$ cat src/hdl/grr_pkg.sv
`default_nettype none

package grr_pkg;

    // Width of the group size register.
    localparam int GS_W = 5;

    // Input word: one sequence element and its end flag.
    typedef struct packed {
        logic signed [31:0] value;
        logic               end_of_list;
    } t_in_word;

    // Output word: reordered element with burst and list end flags.
    typedef struct packed {
        logic signed [31:0] out_value;
        logic               burst_end;
        logic               list_end;
    } t_out_word;

endpackage

`default_nettype wire

$ cat src/hdl/grr_ram.sv
`default_nettype none

// Simple dual-port RAM, one write and one registered read port.
module grr_ram #(
    parameter int WIDTH = 32,
    parameter int DEPTH = 16
) (
    input  wire logic                     i_clk,
    input  wire logic                     i_we,
    input  wire logic [$clog2(DEPTH)-1:0] i_waddr,
    input  wire logic [WIDTH-1:0]         i_wdata,
    input  wire logic                     i_re,
    input  wire logic [$clog2(DEPTH)-1:0] i_raddr,
    output logic      [WIDTH-1:0]         o_rdata
);

    logic [WIDTH-1:0] r_mem [DEPTH];

    // write port
    always_ff @(posedge i_clk) begin
        if (i_we) begin
            r_mem[i_waddr] <= i_wdata;
        end
    end

    // read data holds until the next read
    always_ff @(posedge i_clk) begin
        if (i_re) begin
            o_rdata <= r_mem[i_raddr];
        end
    end

endmodule

`default_nettype wire

$ cat src/hdl/group_reverse_reorder.sv
// Group reverse reorder.
// Input channel i_valid / o_ready carries one word per element: a signed
// 32-bit value and an end_of_list flag. Output channel o_valid / i_ready
// carries reordered words with burst_end (last word caused by one input
// word) and list_end (last word of the sequence).
// Words are stored in a group RAM. When the held count reaches the group
// size the group is read back newest first; an end_of_list word with a short
// group reads the held words back oldest first. Other words give no output.
// The user must write the group size (i_cfg_we / i_cfg_data) only while idle.
// An input word that produces nothing leaves the block idle. One that closes
// a burst of n words blocks input while the burst drains: each output word
// passes through a RAM read state and a show state, since the single read
// port feeds the output register directly. The first output word is shown
// after the RAM read state that follows the accepting edge.
// A receiver stall holds the current word and the whole drain; o_ready stays
// low until the last word of the burst is taken.
// Reset (synchronous, active low) empties the group, sets the group size to
// 1 and drops o_valid. RAM contents are not cleared.
`default_nettype none

module group_reverse_reorder #(
    parameter int MAX_GROUP = 16
) (
    input  wire logic                    i_clk,
    input  wire logic                    i_rst_n,
    input  wire logic                    i_cfg_we,
    input  wire logic [4:0]              i_cfg_data,
    input  wire logic                    i_valid,
    output logic                         o_ready,
    input  wire grr_pkg::t_in_word       i_in,
    output logic                         o_valid,
    input  wire logic                    i_ready,
    output grr_pkg::t_out_word           o_out
);

    import grr_pkg::*;

    localparam int AW = $clog2(MAX_GROUP);
    localparam int CW = $clog2(MAX_GROUP + 1);
    localparam int KW = (CW > GS_W) ? CW : GS_W;

    typedef enum logic [2:0] {
        S_IDLE = 3'b001,
        S_READ = 3'b010,
        S_SHOW = 3'b100
    } t_state;

    t_state          r_state, n_state;
    logic [GS_W-1:0] r_group_size;
    logic [AW-1:0]   r_fill, n_fill;
    logic [AW-1:0]   r_idx, n_idx;
    logic [CW-1:0]   r_cnt, n_cnt;
    logic            r_rev, n_rev;
    logic            r_eol, n_eol;

    logic [KW-1:0]   w_k;
    logic [CW-1:0]   w_n;
    logic            w_accept;
    logic            w_full;
    logic            w_last;
    logic            w_ram_re;
    logic [31:0]     w_rdata;

    // effective group size: zero acts as one, saturate at MAX_GROUP
    always_comb begin
        if (r_group_size == '0) begin
            w_k = KW'(1);
        end else if (KW'(r_group_size) > KW'(MAX_GROUP)) begin
            w_k = KW'(MAX_GROUP);
        end else begin
            w_k = KW'(r_group_size);
        end
    end

    assign w_accept = i_valid && o_ready;
    assign w_n      = CW'(r_fill) + CW'(1);
    assign w_full   = KW'(w_n) >= w_k;
    assign w_last   = (r_cnt == CW'(1));
    assign w_ram_re = (r_state == S_READ);

    // group storage
    grr_ram #(
        .WIDTH (32),
        .DEPTH (MAX_GROUP)
    ) u_ram (
        .i_clk   (i_clk),
        .i_we    (w_accept),
        .i_waddr (r_fill),
        .i_wdata (i_in.value),
        .i_re    (w_ram_re),
        .i_raddr (r_idx),
        .o_rdata (w_rdata)
    );

    // sequencer: store, then read each word back via S_READ and S_SHOW
    always_comb begin
        n_state = r_state;
        n_fill  = r_fill;
        n_idx   = r_idx;
        n_cnt   = r_cnt;
        n_rev   = r_rev;
        n_eol   = r_eol;
        case (r_state)
            S_IDLE: begin
                if (w_accept) begin
                    if (w_full || i_in.end_of_list) begin
                        n_state = S_READ;
                        n_cnt   = w_n;
                        n_rev   = w_full;
                        n_eol   = i_in.end_of_list;
                        n_idx   = w_full ? r_fill : '0;
                        n_fill  = '0;
                    end else begin
                        n_fill = AW'(w_n);
                    end
                end
            end
            S_READ: begin
                n_state = S_SHOW;
            end
            S_SHOW: begin
                if (i_ready) begin
                    n_cnt   = r_cnt - CW'(1);
                    n_idx   = r_rev ? (r_idx - AW'(1)) : (r_idx + AW'(1));
                    n_state = w_last ? S_IDLE : S_READ;
                end
            end
            default: begin
                n_state = S_IDLE;
            end
        endcase
    end

    // control registers
    always_ff @(posedge i_clk) begin
        if (!i_rst_n) begin
            r_state      <= S_IDLE;
            r_fill       <= '0;
            r_group_size <= GS_W'(1);
        end else begin
            r_state <= n_state;
            r_fill  <= n_fill;
            if (i_cfg_we) begin
                r_group_size <= i_cfg_data;
            end
        end
    end

    // drain bookkeeping
    always_ff @(posedge i_clk) begin
        r_idx <= n_idx;
        r_cnt <= n_cnt;
        r_rev <= n_rev;
        r_eol <= n_eol;
    end

    // handshakes and output word, data straight from the RAM read register
    assign o_ready         = (r_state == S_IDLE);
    assign o_valid         = (r_state == S_SHOW);
    assign o_out.out_value = w_rdata;
    assign o_out.burst_end = w_last;
    assign o_out.list_end  = w_last && r_eol;

endmodule

`default_nettype wire

$ cat config.mk
export PLATFORM = sky130hd
export DESIGN_NAME = group_reverse_reorder
export DESIGN_NICKNAME = d
export VERILOG_FILES = /design/src/hdl/grr_pkg.sv /design/src/hdl/grr_ram.sv /design/src/hdl/group_reverse_reorder.sv
export SDC_FILE = /design/constraint.sdc
export NUM_CORES = 1
export LEC_CHECK = 0
export ABC_AREA = 1
export BUFFER_PORTS_ARGS = -buffer_cell sky130_fd_sc_hd__buf_2
export CORE_MARGIN = 2
export CORE_UTILIZATION = 60
export CTS_CLUSTER_DIAMETER = 100
export DETAILED_ROUTE_END_ITERATION = 6
export GPL_ROUTABILITY_DRIVEN = 0
export PLACE_DENSITY = 0.87
export RECOVER_POWER = 100
export REMOVE_ABC_BUFFERS = 1
export SETUP_SLACK_MARGIN = 0.02
export SYNTH_ARGS = -nofsm -noshare
export SYNTH_HDL_FRONTEND = slang
export SYNTH_SLANG_ARGS = --single-unit
$ cat constraint.sdc
create_clock -name i_clk -period 7.95 [get_ports i_clk]
set_input_delay 1.1925 -clock i_clk [delete_from_list [all_inputs] [get_ports i_clk]]
set_output_delay 1.1925 -clock i_clk [all_outputs]
set_load 0.02 [all_outputs]
==> run_results.csv, run 1 <==
group,metric,value,unit
drt,route.detailed.drc,0,
power,leakage,8.140,nW
cells_and_area,regArea,16910,um^2
power,switching_share,0.2561,
die,io_pins,79,
yosys,syn_area,22800,um^2
drt,m1WireLength,19080,um
yosys,yosysTopAreaCellShare,0.7310,
placed_design,dp_hpwl,25250,um
power,ir_drop,174.4,uV
sta,relSlewSlack,-1.525,
global_route,grt-ovfl-total,0,
global_route,grt_pass1_wl,74420,um
yosys,ys_ff_latch,567,
cells_and_area,layout.cells.most_common_list,"555 x edfxtp_1, 276 x nor2_1, 186 x o21ai_0",
placed_design,placed_cell_area,23380,um^2
drt,drtAntennaViolNets,0,
power,p_sw,1.775,mW
global_route,grt_max_degree,257,
yosys,syn_area_per_cell,13.32,um^2
sta,min_period_over_period,0.6307,
cells_and_area,final_common_cell,"edfxtp_1",
global_route,grt.total_usage,0.2475,
drt,viasPerCell,6.128,
worst_setup_path,worstSetupStartpointType,"flop",
power,p_int,5.157,mW
die,fp-row-count,71,
drt,maxUsedRoutingLayer,"met5",
cells_and_area,antennaDiodeCount,0,
min_path,hold_path_depth,2,
yosys,yosysTopAreaCell,"edfxtp_1",
clock_tree,insertion_delay,590,ps
sta,finClkSkew,25.04,ps
drt,vias,14110,
cells_and_area,syn2layout_area_growth,9.275,%
sta,tightest_slew,3774,ps
outcome,status,"finished with violations",
placed_design,io_buffers,78,
drt,routedWlPerCell,21.33,um
die,dieHeight,198.9,um
drt,drt-initial-drc-count,1616,
cells_and_area,nFillCells,2448,
drt,dr_wl_met2,23980,um
yosys,syn_inst,1712,
sta,period_needed,5014,ps
cells_and_area,multi_input_area,4862,um^2
cells_and_area,drive_gt1_frac,0.07482,
drt,first_pass_iters,6,
power,power_frac_clock,0.369,
clock_tree,cts_tree,"yes",
sta,hold_viol_final,0,
worst_setup_path,r2r_cells,8,
clock_tree,clkTransAtPathRegs,60,ps
worst_setup_path,cp_max_fo,128,
worst_setup_path,criticalPathCategory,"flop to flop",
yosys,ys_types,31,
clock_tree,cts_hold_buffers,0,
power,pwr-share-seq,0.495,
sta,fmaxAchievable,199.4,MHz
die,die_area,39570,um^2
job,cap_violations,15,
yosys,yosys_warnings,0,
clock_tree,cts_resized,0,
global_route,antenna_found_initial,1,
sta,maxSlewViolCount,536,
clock_tree,root_buffer,"clkbuf_16",
min_path,holdCritPathClass,"flop to flop",
global_route,grt_pass1_vias,14050,
worst_setup_path,worstSetupEndpointType,"flop",
worst_setup_path,cp_data_required_time,8390,ps
power,p_per_area,278.2,nW/um^2
clock_tree,clk_path_buf_depth,3,
cells_and_area,fin_nets,1808,
die,start_util,0.6067,
cells_and_area,design_area,24910,um^2
clock_tree,cts_buffers,53,
worst_setup_path,cp.arrival,5460,ps
die,core_area,37580,um^2
power,pwr-share-comb,0.136,
outcome,violations,"capacitance limit, slew limit",
drt,routed_wl,49090,um
clock_tree,post_cts_buffers,0,
sta,setup_viol,0,
clock_tree,htree_levels,2,
yosys,yosysSeqAreaShare,0.7416,
drt,routed-wl-met3,4264,um
sta,final.setup.tns,0,ps
clock_tree,cts.sinks,567,
yosys,synth_area_leaders,"edfxtp_1 73%, nor2_1 4.5%, o211ai_1 4.2%",
sta,rsz0062_at_grt,"false",
die,die_w,198.9,um
state kept, by name (all words and copies together), names as in the netlist:
register,cells
u_ram.o_rdata,32
r_rev,1
r_cnt,5
r_group_size,5
r_idx,4
r_fill,4
u_ram.r_mem,512
r_eol,1
r_state,3
area by class of cell:
type,count,area share
Timing Repair Buffer,93,0.01637
Clock inverter,36,0.01572
Inverter,88,0.01346
Sequential cell,567,0.6786
Multi-Input combinational cell,948,0.1952
Tap cell,511,0.02566
Clock buffer,59,0.05499
cells in the mapped netlist (all sizes together):
library cell	instances
dfxtp	12
o211ai	128
xor2	5
nand2	75
nand3	76
nor2	300
ha	13
fa	1
inv	88
o21a	1
xnor2	2
clkbuf	41
edfxtp	555
nor3	5
o22ai	1
a21oi	66
o21ai	270
nand4	5
buf	68
path summary, 6_finish.rpt:
kind | endpoint | start | slack, ps
setup / recovery | u_ram.o_rdata[20]$_DFFE_PP_ | r_idx[0]$_DFFE_PP_ | 2940
hold / removal | r_group_size[0]$_SDFFE_PN1P_ | r_group_size[0]$_SDFFE_PN1P_ | 490
setup reg to reg | u_ram.o_rdata[20]$_DFFE_PP_ | r_idx[0]$_DFFE_PP_ | 2940
hold reg to reg | r_group_size[0]$_SDFFE_PN1P_ | r_group_size[0]$_SDFFE_PN1P_ | 490
stage by stage:
| step | cells | util | total power, mW | hold slack, ps | setup WS, ps |
|---|---|---|---|---|---|
| after global placement | 2207 | 0.6223 | 4.362 | 473.2 | 4680 |
| after floorplan | 1603 | - | 4.135 | 451.7 | 0.9477 |
| final | 2302 | 0.6630 | 6.932 | 491.0 | 2936 |
| after detailed placement | 2207 | 0.6223 | 4.418 | 479.1 | 4563 |
| after CTS | 2302 | 0.6692 | 6.945 | 491.8 | 4742 |
| after global routing | 2302 | 0.6630 | 7.156 | 516.6 | 2645 |
layer usage:
| layer | vias up | track usage |
|---|---|---|
| met5 | - | 0 |
| met4 | 2 | 0.1114 |
| met3 | 130 | 0.04510 |
| met2 | 750 | 0.4035 |
| met1 | 6883 | 0.3283 |
| li1 | 6342 | - |
power by group through the flow:
stage	registers, mW	logic (mW)	clock network (mW)
after global placement	3.48	0.881	0
final	3.43	0.944	2.56
after detailed placement	3.49	0.933	0
after global routing	3.43	1.04	2.69
after CTS	3.42	0.945	2.58
after floorplan	3.60	0.534	0
critical path, cell delays in order, from the launching register on:
cell	delay, ps
edfxtp_1	490
inv_6	790
clkbuf_1	2610
nor2_1	140
nor2_1	250
o21ai_0	140
o211ai_1	160
nand3_1	110
nand2_1	100
kinds of logic after synthesis:
group,count (synthesis),synth area share
adders and majority gates,14,0.008013
DFF,567,0.7416
xor gates and xnor gates,7,0.002689
AOI/OAI and AO/OA,466,0.1188
and+or+nand+nor,461,0.08386
buffers and inverters,197,0.04506
Power figures use the tool's default switching activity.
==> run 2, diff against run 1 <==
CORE_UTILIZATION = 56   (was 60)
PLACE_DENSITY = 0.86   (was 0.87)
clock period = 4.2 ns   (was 7.95 ns; I/O delays follow)
==> run 2 against run 1 <==
The flow still finishes with violations (capacitance limit, slew limit). Die area rose by 7.0%. Clock-buffer cell count up 5. Via count rose by 1.8%. Power rose by 89%. Flip-flop and latch count stayed put. Fmax grew 41%. First-iteration DRC count increased by 7.4%. Sequential share of layout area decreased by 0.17 points.
==> run_results.csv, run 2 (synthesis results as in run 1) <==
group,metric,value,unit
global_route,grt_max_degree,207,
sta,min_period_over_period,0.8445,
cells_and_area,top_regs,"u_ram.r_mem x512, u_ram.o_rdata x32",
worst_setup_path,worstSetupStartpointType,"flop",
clock_tree,cts.sinks,567,
power,power_frac_clock,0.362,
drt,viasPerCell,6.185,
clock_tree,htree_levels,2,
placed_design,dp_worst_setup_slack,967.7,ps
worst_setup_path,critPathLaunch,"r_state[0]$_SDFFE_PN1P_",
sta,relSlewSlack,-0.4734,
min_path,holdCritPathClass,"input pin to flop",
die,die_area,42340,um^2
global_route,globalRouteMet1Util,0.3212,
power,pwr-share-comb,0.141,
sta,hold_viol_final,0,
drt,routedWlPerCell,22.38,um
sta,final.setup.tns,0,ps
worst_setup_path,worstSetupEndpointType,"flop",
die,die_w,205.8,um
worst_setup_path,rrSetupSlack,650,ps
die,fp-row-count,73,
worst_setup_path,r2r_end,"u_ram.r_mem[6][26]$_DFFE_PP_",
die,dieHeight,205.8,um
global_route,grt_busiest_layer,"met2",
cells_and_area,layout.cells.most_common_list,"555 x edfxtp_1, 264 x nor2_1, 178 x o21ai_0",
drt,first_pass_iters,5,
sta,setup_ws,653.0,ps
worst_setup_path,criticalPathCategory,"flop to flop",
drt,routed_wl,51930,um
worst_setup_path,cp_data_required_time,4370,ps
drt,vias,14360,
power,p_sw,3.421,mW
global_route,grt_pass1_vias,14290,
cells_and_area,drive_gt1_frac,0.08241,
global_route,grt_util_met2,0.4034,
sta,finClkSkew,16.49,ps
cells_and_area,antennaDiodeCount,0,
cells_and_area,final_common_cell,"edfxtp_1",
drt,drtAntennaViolNets,0,
clock_tree,clkTransAtPathRegs,60,ps
sta,fmaxAchievable,281.9,MHz
outcome,violations,"capacitance limit, slew limit",
drt,route.detailed.drc,0,
outcome,status,"finished with violations",
global_route,grt_pass1_wl,78840,um
power,leakage,8.159,nW
cells_and_area,regMostFlops,"u_ram.r_mem",
worst_setup_path,crit_end,"u_ram.r_mem[6][26]$_DFFE_PP_",
drt,drt-initial-drc-count,1736,
clock_tree,clk_path_buf_depth,3,
sta,setup_viol,0,
sta,period_needed,3547,ps
cells_and_area,syn2layout_area_growth,9.555,%
power,p_per_area,524.0,nW/um^2
clock_tree,cts_hold_buffers,0,
die,start_util,0.5712,
global_route,grt_util_met3,0.05464,
clock_tree,cts_resized,0,
global_route,grt.total_usage,0.2456,
placed_design,dp_hpwl,27100,um
power,p_int,9.665,mW
clock_tree,root_buffer,"clkbuf_16",
global_route,antenna_found_initial,1,
cells_and_area,design_area,24980,um^2
power,total_power,13.09,mW
sta,rsz0062_at_grt,"false",
cells_and_area,largest_reg_flops,512,
clock_tree,cts_buffers,53,
die,io_pins,79,
clock_tree,post_cts_buffers,0,
power,switching_share,0.2614,
clock_tree,cts_tree,"yes",
job,cap_violations,12,
worst_setup_path,cp.arrival,3720,ps
die,core_area,39910,um^2
sta,tightest_slew,2208,ps
placed_design,placed_cell_area,23480,um^2
sta,maxSlewViolCount,509,
power,pwr-share-seq,0.496,
cells_and_area,fin_nets,1815,
placed_design,io_buffers,78,
power,ir_drop,377.4,uV
clock_tree,insertion_delay,600,ps
worst_setup_path,r2r_cells,6,
worst_setup_path,cp_max_fo,32,
global_route,grt-ovfl-total,0,
worst_setup_path,r2r_start,"r_state[0]$_SDFFE_PN1P_",
run 2: power by group through the flow:
stage                     logic (mW)  registers, mW  clock network, mW
after floorplan                 1.01           6.82                  0
after global placement          1.73           6.60                  0
after CTS                       1.85           6.49               4.77
final                           1.85           6.50               4.74
after global routing            2.02           6.51               4.96
after detailed placement        1.81           6.61                  0
run 2: through the flow:
step | hold WS [ps] | cells | util
after global placement | 468.9 | 2228 | 0.5882
after CTS | 214.1 | 2321 | 0.6308
after global routing | 248.8 | 2321 | 0.6257
after floorplan | 451.7 | 1603 | -
final | 241.8 | 2321 | 0.6257
after detailed placement | 492.2 | 2228 | 0.5882
run 2: metal layers:
metal | share of wire | vias up
met4 | 0.032 | 0
met3 | 0.10 | 138
li1 | - | 6344
met5 | 0 | -
met1 | 0.37 | 6944
met2 | 0.49 | 929
run 2: cell type report:
| type | instances | area [um^2] |
|---|---|---|
| clock buffers | 64 | 1410 |
| clock inverters | 29 | 289.0 |
| fillers | 2703 | 14940 |
| inverters | 88 | 335.3 |
| multi-input cells | 948 | 4907 |
| flip-flops and latches | 567 | 16910 |
| well taps | 525 | 656.9 |
| repair buffers | 100 | 471.7 |
run 2: worst min-delay path by stage:
stage,startpoint,to,slack (ps),cells after the start
after detailed placement,r_group_size[0]$_SDFFE_PN1P_,r_group_size[0]$_SDFFE_PN1P_,490,2
after global placement,r_group_size[0]$_SDFFE_PN1P_,r_group_size[0]$_SDFFE_PN1P_,470,2
final,i_cfg_data[0],r_group_size[0]$_SDFFE_PN1P_,240,3
after floorplan,r_group_size[0]$_SDFFE_PN1P_,r_group_size[0]$_SDFFE_PN1P_,450,2
after CTS,i_in[0],r_eol$_DFFE_PP_,210,1
after global routing,i_cfg_data[0],r_group_size[0]$_SDFFE_PN1P_,250,3
run 2: critical path, cell delays in order (launching register included):
cell and delay (ps):
dfxtp_1 340, inv_1 50, nor2_1 80, nand2_1 130
nor2_1 460, nand2_1 330, nor2_2 1700
==> run 3, diff against run 2 <==
ABC_AREA = 0   (was 1)
CORE_UTILIZATION = 60   (was 56)
PLACE_DENSITY = 0.88   (was 0.86)
clock period = 3.37 ns   (was 4.2 ns; I/O delays follow)
==> run 3 against run 2 <==
Worst setup slack got worse by 180 ps. Flip-flop and latch count did not move. The flow still finishes with violations (capacitance limit, slew limit). Area after synthesis fell by 5.4%. Hold slack got worse by 91 ps. Utilization rose by 5.6 points. Global-route usage rose by 2.4 points. Clock power rose by 27%. First-iteration DRC count fell by 21%. Sequential power rose by 22%. Via count fell by 24%.
==> run_results.csv, run 3 <==
group,metric,value,unit
die,start_util,0.6077,
power,p_per_area,619.8,nW/um^2
drt,routedWlPerCell,31.28,um
yosys,yosysTopAreaCell,"edfxtp_1",
yosys,synth_area_leaders,"edfxtp_1 77%, mux4_2 13%, a22oi_1 2.2%",
clock_tree,cts.sinks,567,
drt,routed_wl,49920,um
yosys,synth_xor_area_frac,0.003656,
sta,fmaxAchievable,344.7,MHz
clock_tree,htree_levels,2,
yosys,synthAdderAreaFrac,0.008472,
drt,vias,10860,
job,cap_violations,1,
yosys,synth_compound_area_frac,0.03145,
power,total_power,14.99,mW
worst_setup_path,cp_data_required_time,3640,ps
clock_tree,clkTransAtPathRegs,60,ps
yosys,yosys_warnings,0,
placed_design,io_buffers,78,
clock_tree,clk_path_buf_depth,3,
cells_and_area,fin_nets,1148,
worst_setup_path,slowest_delay,1230,ps
worst_setup_path,worstSetupEndpointType,"flop",
cells_and_area,final_common_cell,"edfxtp_1",
worst_setup_path,cp.arrival,3170,ps
yosys,synthTopCellsByCount,"555 x edfxtp_1, 128 x mux4_2, 64 x a22oi_1",
worst_setup_path,critPathLaunch,"r_state[2]$_SDFFE_PN0P_",
sta,hold_viol_final,0,
yosys,yosysSeqAreaShare,0.7841,
clock_tree,cts_tree,"yes",
worst_setup_path,cpMaxStageDelayCell,"nor2_1",
cells_and_area,top_regs,"u_ram.r_mem x512, u_ram.o_rdata x32",
power,leakage,7.664,nW
min_path,holdCritPathClass,"input pin to flop",
cells_and_area,utilization,0.6817,
die,die_w,193.6,um
sta,finClkSkew,13.29,ps
yosys,ys_async_sr_fraction,0,
drt,route.detailed.drc,0,
die,die_area,37470,um^2
yosys,syn_area,21560,um^2
die,fp-row-count,69,
global_route,grt.total_usage,0.2699,
sta,rsz0062_at_grt,"false",
worst_setup_path,worstSetupStartpointType,"flop",
min_path,min_from,"i_cfg_data[0]",
sta,period_needed,2901,ps
outcome,status,"finished with violations",
die,io_pins,79,
placed_design,dp_hpwl,22570,um
cells_and_area,regMostFlops,"u_ram.r_mem",
yosys,ys_types,40,
yosys,yosys.area_share.simple,0.02222,
worst_setup_path,path_buf_inv,2,
cells_and_area,drive_gt1_frac,0.2249,
cells_and_area,final_cells,1596,
sta,min_period_over_period,0.8609,
cells_and_area,design_area,24190,um^2
worst_setup_path,cp_max_fo,21,
drt,drtAntennaViolNets,0,
global_route,grt_pass1_vias,11400,
clock_tree,root_buffer,"clkbuf_16",
yosys,synthMuxAreaShare,0.1360,
worst_setup_path,r2r_start,"r_state[2]$_SDFFE_PN0P_",
yosys,syn_inst,984,
outcome,violations,"capacitance limit, slew limit",
placed_design,placed_cell_area,22640,um^2
cells_and_area,layout.cells.most_common_list,"555 x edfxtp_1, 128 x mux4_2, 76 x clkbuf_1",
yosys,ys_ff_latch,567,
clock_tree,cts_hold_buffers,0,
worst_setup_path,crit_chain,"nor4bb_1, buf_4, nand2_1, nor2_1, buf_12",
cells_and_area,syn2layout_area_growth,12.18,%
placed_design,dp_cells,1497,
drt,first_pass_iters,6,
die,dieHeight,193.6,um
yosys,synth_flop_cell,"edfxtp_1",
sta,maxSlewViolCount,12,
power,ir_drop,524.9,uV
worst_setup_path,critPathTopFamily,"simple AND/OR/NAND/NOR gates",
cells_and_area,largest_reg_flops,512,
worst_setup_path,criticalPathCategory,"flop to flop",
drt,drt-initial-drc-count,1365,
sta,setup_viol,0,
global_route,grt-ovfl-total,0,
yosys,synth_most_common_cell,"edfxtp_1",
yosys,yosysTopAreaCellShare,0.7729,
yosys,synth_edf_count,555,
global_route,antenna_found_initial,1,
die,core_area,35480,um^2
sta,relSlewSlack,-0.06004,
global_route,grt_pass1_wl,73730,um
drt,viasPerCell,6.805,
yosys,syn_area_per_cell,21.91,um^2
clock_tree,insertion_delay,570,ps
sta,tightest_slew,1584,ps
global_route,grt_max_degree,129,
yosys,synth_top_family_by_area,"multiplexers",
clock_tree,post_cts_buffers,0,
sta,hold-worst-slack,150.6,ps
clock_tree,cts_buffers,53,
clock_tree,cts_resized,0,
## run 3: cell types whose count changed after synthesis, sizes merged, moves of 75 or more
cell    previous run  this run
o211ai           128         0
o21ai            270         5
nor2             300        22
nand3             76         1
inv               88        11
mux4               0       128
## run 3: cells by family (layout without fill, tap and decap cells)
logic type	Yosys count	count (layout)
buffers and inverters	63	213
other	0	1
flip-flops	567	567
AO/OA/AOI/OAI	92	92
XOR/XNOR	9	9
multiplexers	133	133
adder cells (fa/ha/maj)	14	14
AND/OR/NAND/NOR	106	106
## run 3: final timing paths
| check | slack, ps | depth (start not counted) | to |
|---|---|---|---|
| max reg2reg | 470 | 5 | u_ram.r_mem[6][10]$_DFFE_PP_ |
| max | 470 | 5 | u_ram.r_mem[6][10]$_DFFE_PP_ |
| min reg2reg | 480 | 2 | r_group_size[0]$_SDFFE_PN1P_ |
| min | 150 | 3 | r_group_size[0]$_SDFFE_PN1P_ |
## run 3: cell type report
| cell class | count | area, um^2 |
|---|---|---|
| Antenna cell | 1 | 2.502 |
| Clock buffer | 61 | 1399 |
| Clock inverter | 37 | 332.8 |
| Fill cell | 2072 | 11290 |
| Inverter | 11 | 41.29 |
| Multi-Input combinational cell | 354 | 4439 |
| Sequential cell | 567 | 16910 |
| Tap cell | 461 | 576.8 |
| Timing Repair Buffer | 104 | 490.5 |
## run 3: power by group
group          internal (mW)  switching, mW
Combinational          0.441          0.631
Sequential              7.87         0.0530
Clock                   3.43           2.57
## run 3: worst register-to-register path, cell delays in order (launching register included)
cell and delay [ps]:
dfxtp_1 350, nor4bb_1 290, buf_4 210, nand2_1 180
nor2_1 1230, buf_12 310
## run 3: stage by stage
| stage | setup slack [ps] | setup TNS [ps] |
|---|---|---|
| 6_report | 468.7 | 0 |
| 5_1_grt | 349.5 | 0 |
| 4_1_cts | 748.2 | 0 |
| 3_5_place_dp | 855.4 | 0 |
| 3_3_place_gp | 940.2 | 0 |
| 2_1_floorplan | -2977 | -206860 |
## run 3: per-layer routing
layer | track usage | share of wire | vias to the layer above
met1 | 0.3624 | 0.36 | 5622
met3 | 0.04690 | 0.087 | 127
met5 | 0 | 0 | -
met2 | 0.4475 | 0.52 | 793
li1 | - | - | 4318
met4 | 0.1097 | 0.033 | 0
